==> config.mk <==
export PLATFORM = sky130hd
export DESIGN_NAME = bhpt_ctrl
export DESIGN_NICKNAME = d
export VERILOG_FILES = /design/src/rtl/core/bhpt_pkg.sv /design/src/rtl/core/bhpt_ctrl.sv
export SDC_FILE = /design/constraint.sdc
export NUM_CORES = 1
export LEC_CHECK = 0
export BUFFER_PORTS_ARGS = -buffer_cell sky130_fd_sc_hd__buf_2
export CORE_AREA = 5 5 42 44
export CTS_CLUSTER_DIAMETER = 150
export DETAILED_ROUTE_END_ITERATION = 7
export DIE_AREA = 0 0 47 49
export GPL_ROUTABILITY_DRIVEN = 0
export HOLD_SLACK_MARGIN = 0.03
export RECOVER_POWER = 50
export SYNTH_ARGS = -nofsm -noshare
export SYNTH_HDL_FRONTEND = slang
export SYNTH_SLANG_ARGS = --single-unit
==> constraint.sdc <==
create_clock -name clk -period 1 [get_ports clk]
set_input_delay 0.1 -clock clk [delete_from_list [all_inputs] [get_ports clk]]
set_output_delay 0.1 -clock clk [all_outputs]
set_load 0.02 [all_outputs]
==> src/rtl/core/bhpt_pkg.sv <==
// Shared types and constants of the bit history probability table.
`timescale 1ns / 1ps

package bhpt_pkg;

  // Command codes of an input item
  localparam logic CMD_OBSERVE = 1'b0;
  localparam logic CMD_READ    = 1'b1;

  // Width of the successor and probability result fields
  localparam int SUCC_W = 8;
  localparam int PROB_W = 16;

  typedef struct packed {
    logic       cmd;
    logic       bit_value;
    logic [7:0] entry_index;
  } in_t;

  typedef struct packed {
    logic [SUCC_W-1:0] next_on_zero;
    logic [SUCC_W-1:0] next_on_one;
    logic [PROB_W-1:0] one_probability;
  } out_t;

  // Commands from the controller to the datapath
  typedef struct packed {
    logic clr;       // write one zero entry of the clearing pass
    logic accept;    // capture an item and read its table entry
    logic upd;       // update counters and history for an observed bit
    logic div_load;  // start the probability division
    logic div_step;  // run one quotient bit
    logic emit;      // load the result register
  } ctl_t;

  // Status from the datapath to the controller
  typedef struct packed {
    logic clr_last;    // clearing pass at the last entry
    logic total_zero;  // entry read has a zero total
    logic div_done;    // last quotient bit in this step
  } stat_t;

endpackage

==> src/rtl/core/bhpt_ctrl.sv <==
// Controller: sequences clearing, counter updates, reads and division.
`timescale 1ns / 1ps

module bhpt_ctrl (
  input  logic            clk,
  input  logic            rst_n,
  input  logic            start,
  input  logic            cmd,
  input  bhpt_pkg::stat_t stat,
  output bhpt_pkg::ctl_t  ctl,
  output logic            busy,
  output logic            out_valid
);
  import bhpt_pkg::*;

  typedef enum logic [2:0] {
    S_CLEAR,
    S_IDLE,
    S_UPDATE,
    S_LOOKUP,
    S_DIVIDE,
    S_FINISH
  } state_t;

  state_t state_r, state_nxt;
  logic   busy_r;
  logic   out_valid_r;

  // Decode commands and pick the next state
  always_comb begin
    ctl       = '0;
    state_nxt = state_r;
    unique case (state_r)
      S_CLEAR: begin
        ctl.clr = 1'b1;
        if (stat.clr_last) state_nxt = S_IDLE;
      end
      S_IDLE: begin
        if (start) begin
          ctl.accept = 1'b1;
          state_nxt  = (cmd == CMD_READ) ? S_LOOKUP : S_UPDATE;
        end
      end
      S_UPDATE: begin
        ctl.upd   = 1'b1;
        state_nxt = S_IDLE;
      end
      S_LOOKUP: begin
        ctl.div_load = 1'b1;
        state_nxt    = stat.total_zero ? S_FINISH : S_DIVIDE;
      end
      S_DIVIDE: begin
        ctl.div_step = 1'b1;
        if (stat.div_done) state_nxt = S_FINISH;
      end
      S_FINISH: begin
        ctl.emit  = 1'b1;
        state_nxt = S_IDLE;
      end
      default: state_nxt = S_IDLE;
    endcase
  end

  // Hold state and registered outputs
  always_ff @(posedge clk) begin
    if (!rst_n) begin
      state_r     <= S_CLEAR;
      busy_r      <= 1'b1;
      out_valid_r <= 1'b0;
    end else begin
      state_r     <= state_nxt;
      busy_r      <= (state_nxt != S_IDLE);
      out_valid_r <= (state_r == S_FINISH);
    end
  end

  assign busy      = busy_r;
  assign out_valid = out_valid_r;

endmodule

==> out/qor.txt <==
Library cell used as clock root buffer: sky130_fd_sc_hd__clkbuf_4
Fill cells: 147
Maximum number of buffers from clock root to sink: 2
Worst Setup Slack, final: -0.2888 ns
Final period demand of the worst path: 1.289 ns
Die Height: 49 um
H-tree levels: 1
Peak supply drop: 0.5389 mV
Maximum clock skew at final layout: 0.002437 ns
Standard-cell row count: 14
Endpoint kind of the worst setup timing path: output pin
Ratio of cells with drive above 1 in the final layout: 0.8000
Dpl hpwl: 596.6 um
Adder-Cell Fraction of Synth Area: 0
Post-synthesis cell count: 26
Area share of xor/xnor cells in the synthesized design: 0
Insertion delay to the later sink of the worst-skew pair: 0.25 ns
Setup TNS after final layout: -1.360 ns
Worst hold slack after final layout: 0.09729 ns
Vias in the first global route: 298
Internal power contribution: 450.9 uW
Number of max-cap violations: 0
Sequential group share of total power: 0.353
Worst reg2reg setup slack: -0.04 ns
Post-synth net total: 33
Power share of the combinational group: 0.264
Cts bufs inserted: 3
Initial antenna violation count: 0
Number of distinct library cells after synthesis: 18
Worst-Margin Slew: 0.2446 ns
Violation count after the first detailed-routing iteration: 2
CTS hold repair buffers: 0
GRT Total Usage: 0.07611
F_max: 0.7759 GHz
Area growth syn-to-layout: 115.7%
Syn. warnings: 0
Result of the run: finished with violations
Overall routed net length: 833 um
Required time at the worst-slack endpoint: 0.90 ns
Area of the mapped netlist: 262.8 sq um
Worst min-delay path class: input port to flip-flop
DRC violations left: 0
Worst slew margin relative to its limit: 0.8362
Total via count in the routed design: 300
Sw power: 181.1 uW
Initial Util: 0.1875
Largest net degree at the start of global routing: 6
RSZ-0062 raised after global routing: true
Register clock-pin slew on the reported worst setup and hold paths: 0.04 ns
Worst-case setup slack after placement: -0.05735 ns
Sink count of the clock tree: 5
Core region area: 1401 sq um
I/O pin count: 15
Die Span X: 47 um
Worst reg-to-reg path cell count: 5
Most numerous cell on the critical path: sky130_fd_sc_hd__buf_4
Nature of the critical path startpoint: flip-flop
Worst-path fanout max: 3
Complex-gate fraction of the synthesized area: 0.1143
PortBufs: 14
Global route overflow: 0
Layout net count: 63
Final hold viol count: 0
Kind of critical path: flip-flop to output pin
Biggest cell delay along the critical path: 0.33 ns
Post-Synth Simple-Gate Area: 0.4333
Final antenna diode count: 0
Clock group share of total power: 0.382
WP data arrival: 1.19 ns
Post-synthesis mux area share: 0
CTS tree: done
Portion of the post-synthesis area used by sequential elements: 0.3810
Power per cell area: 1115 nW/um^2
Synthesized area per cell: 10.11 sq um
Sw Ratio: 0.2865
Hold-critical path depth: 2
DR vias/cell: 4.225
Detailed-routing iteration count for the pre-antenna-repair pass: 4
Die area: 2303 sq um
Total of flip-flops plus latches after synthesis: 5
Wire length of the first global-routing pass: 1.193 mm
Slowest library cell on the worst path: sky130_fd_sc_hd__dfxtp_2
Final Setup Violations: 8
Violated checks: negative setup slack
Static power due to leakage: 0.0002473 uW
Fraction of the cycle the final worst path needs: 1.289
Post-detailed-route count of antenna-violating nets: 0
Series of cell instances along the critical path: buf_4 -> nor4b_4 -> buf_4
WL per Instance: 11.73 um
Dominant combinational cell family by area after synthesis: simple AND/OR/NAND/NOR gates
Fin. max-slew vios: 0
## final cells by class
cell class	instances	area [sq um]	area share
Multi-Input combinational cell	18	176.4	0.3113
Tap cell	16	20.02	0.03532
Inverter	2	20.02	0.03532
Clock buffer	4	26.28	0.04636
Timing Repair Buffer	26	215.2	0.3797
Sequential cell	5	108.9	0.1921
## power by group through the flow
stage | Sequential [uW] | Clock, uW | Combinational [uW]
after global routing | 224 | 268 | 179
after global placement | 225 | 0 | 129
after detailed placement | 226 | 0 | 131
after CTS | 221 | 252 | 149
after floorplan | 232 | 0 | 67.1
final | 223 | 242 | 167
## stage by stage
| step | area [sq um] | cells | total power [uW] | utilization |
|---|---|---|---|---|
| final | 566.8 | 71 | 632.0 | 0.4045 |
| after global routing | 566.8 | 71 | 671.3 | 0.4045 |
| after CTS | 519.2 | 69 | 621.8 | 0.3705 |
| after detailed placement | 419.2 | 63 | 356.9 | 0.2991 |
| after global placement | 419.2 | 63 | 354.9 | 0.2991 |
| after floorplan | 280.3 | 26 | 299.2 | - |
## worst paths after layout
kind,from,to
hold reg to reg,state_r[0]$_SDFF_PN0_,state_r[1]$_SDFF_PN0_
setup reg to reg,state_r[0]$_SDFF_PN0_,state_r[0]$_SDFF_PN0_
hold / removal,rst_n,busy$_SDFF_PN1_
setup / recovery,state_r[1]$_SDFF_PN0_,ctl[4]
## cell families after synthesis
| group | after synthesis |
|---|---|
| and+or+nand+nor | 14 |
| AOI/OAI and AO/OA | 4 |
| DFF | 5 |
| buffers and inverters | 3 |
## what timing repair did
| item | CTS | global route |
|---|---|---|
| pin swaps | 6 | 7 |
| setup buffers | 2 | 3 |
| endpoints found under the setup margin | 8 | 11 |
| gates resized for setup | 19 | 11 |
## worst max-delay path, delay by kind of cell (launching register included)
| family | cells | cell delay (ns) |
|---|---|---|
| buf+inv | 2 | 0.33 |
| flops | 1 | 0.33 |
| simple gates | 1 | 0.29 |
## cell usage after synthesis
library cell | n | share of area
sky130_fd_sc_hd__nor2_1 | 1 | 0.014
sky130_fd_sc_hd__nor4b_4 | 1 | 0.090
sky130_fd_sc_hd__inv_2 | 2 | 0.029
sky130_fd_sc_hd__a22oi_2 | 1 | 0.048
sky130_fd_sc_hd__nand2b_1 | 1 | 0.024
sky130_fd_sc_hd__and3_1 | 1 | 0.024
sky130_fd_sc_hd__nand4b_1 | 1 | 0.033
sky130_fd_sc_hd__dfxtp_1 | 5 | 0.38
sky130_fd_sc_hd__a21oi_1 | 1 | 0.019
sky130_fd_sc_hd__nor2_2 | 1 | 0.024
sky130_fd_sc_hd__and3_4 | 1 | 0.043
sky130_fd_sc_hd__o211ai_1 | 1 | 0.029
sky130_fd_sc_hd__nor2b_2 | 1 | 0.033
sky130_fd_sc_hd__buf_6 | 1 | 0.043
sky130_fd_sc_hd__nor3_1 | 2 | 0.038
sky130_fd_sc_hd__o21ai_1 | 1 | 0.019
sky130_fd_sc_hd__and2_1 | 3 | 0.071
sky130_fd_sc_hd__nor3_2 | 1 | 0.038
## routing by layer
| metal | up-vias | part of all wire | global-route usage |
|---|---|---|---|
| met5 | - | 0 | 0 |
| met4 | 0 | 0.019 | 0.08295 |
| met3 | 2 | 0.059 | 0.01476 |
| met2 | 12 | 0.57 | 0.1109 |
| met1 | 137 | 0.35 | 0.08150 |
| li1 | 149 | - | - |
## cell usage in the layout (no fill, tap or decap), drive strengths merged, types with 2 or more instances in the layout
| master | n |
|---|---|
| buf | 25 |
| clkbuf | 5 |
| dfxtp | 5 |
| and2 | 3 |
| nor3 | 3 |
| and3 | 2 |
| inv | 2 |
| nor2 | 2 |
## state kept, by name, summed over array words and instances (netlist names)
signal     flops
busy           1
state_r        3
out_valid      1
Power figures use the tool's default switching activity.
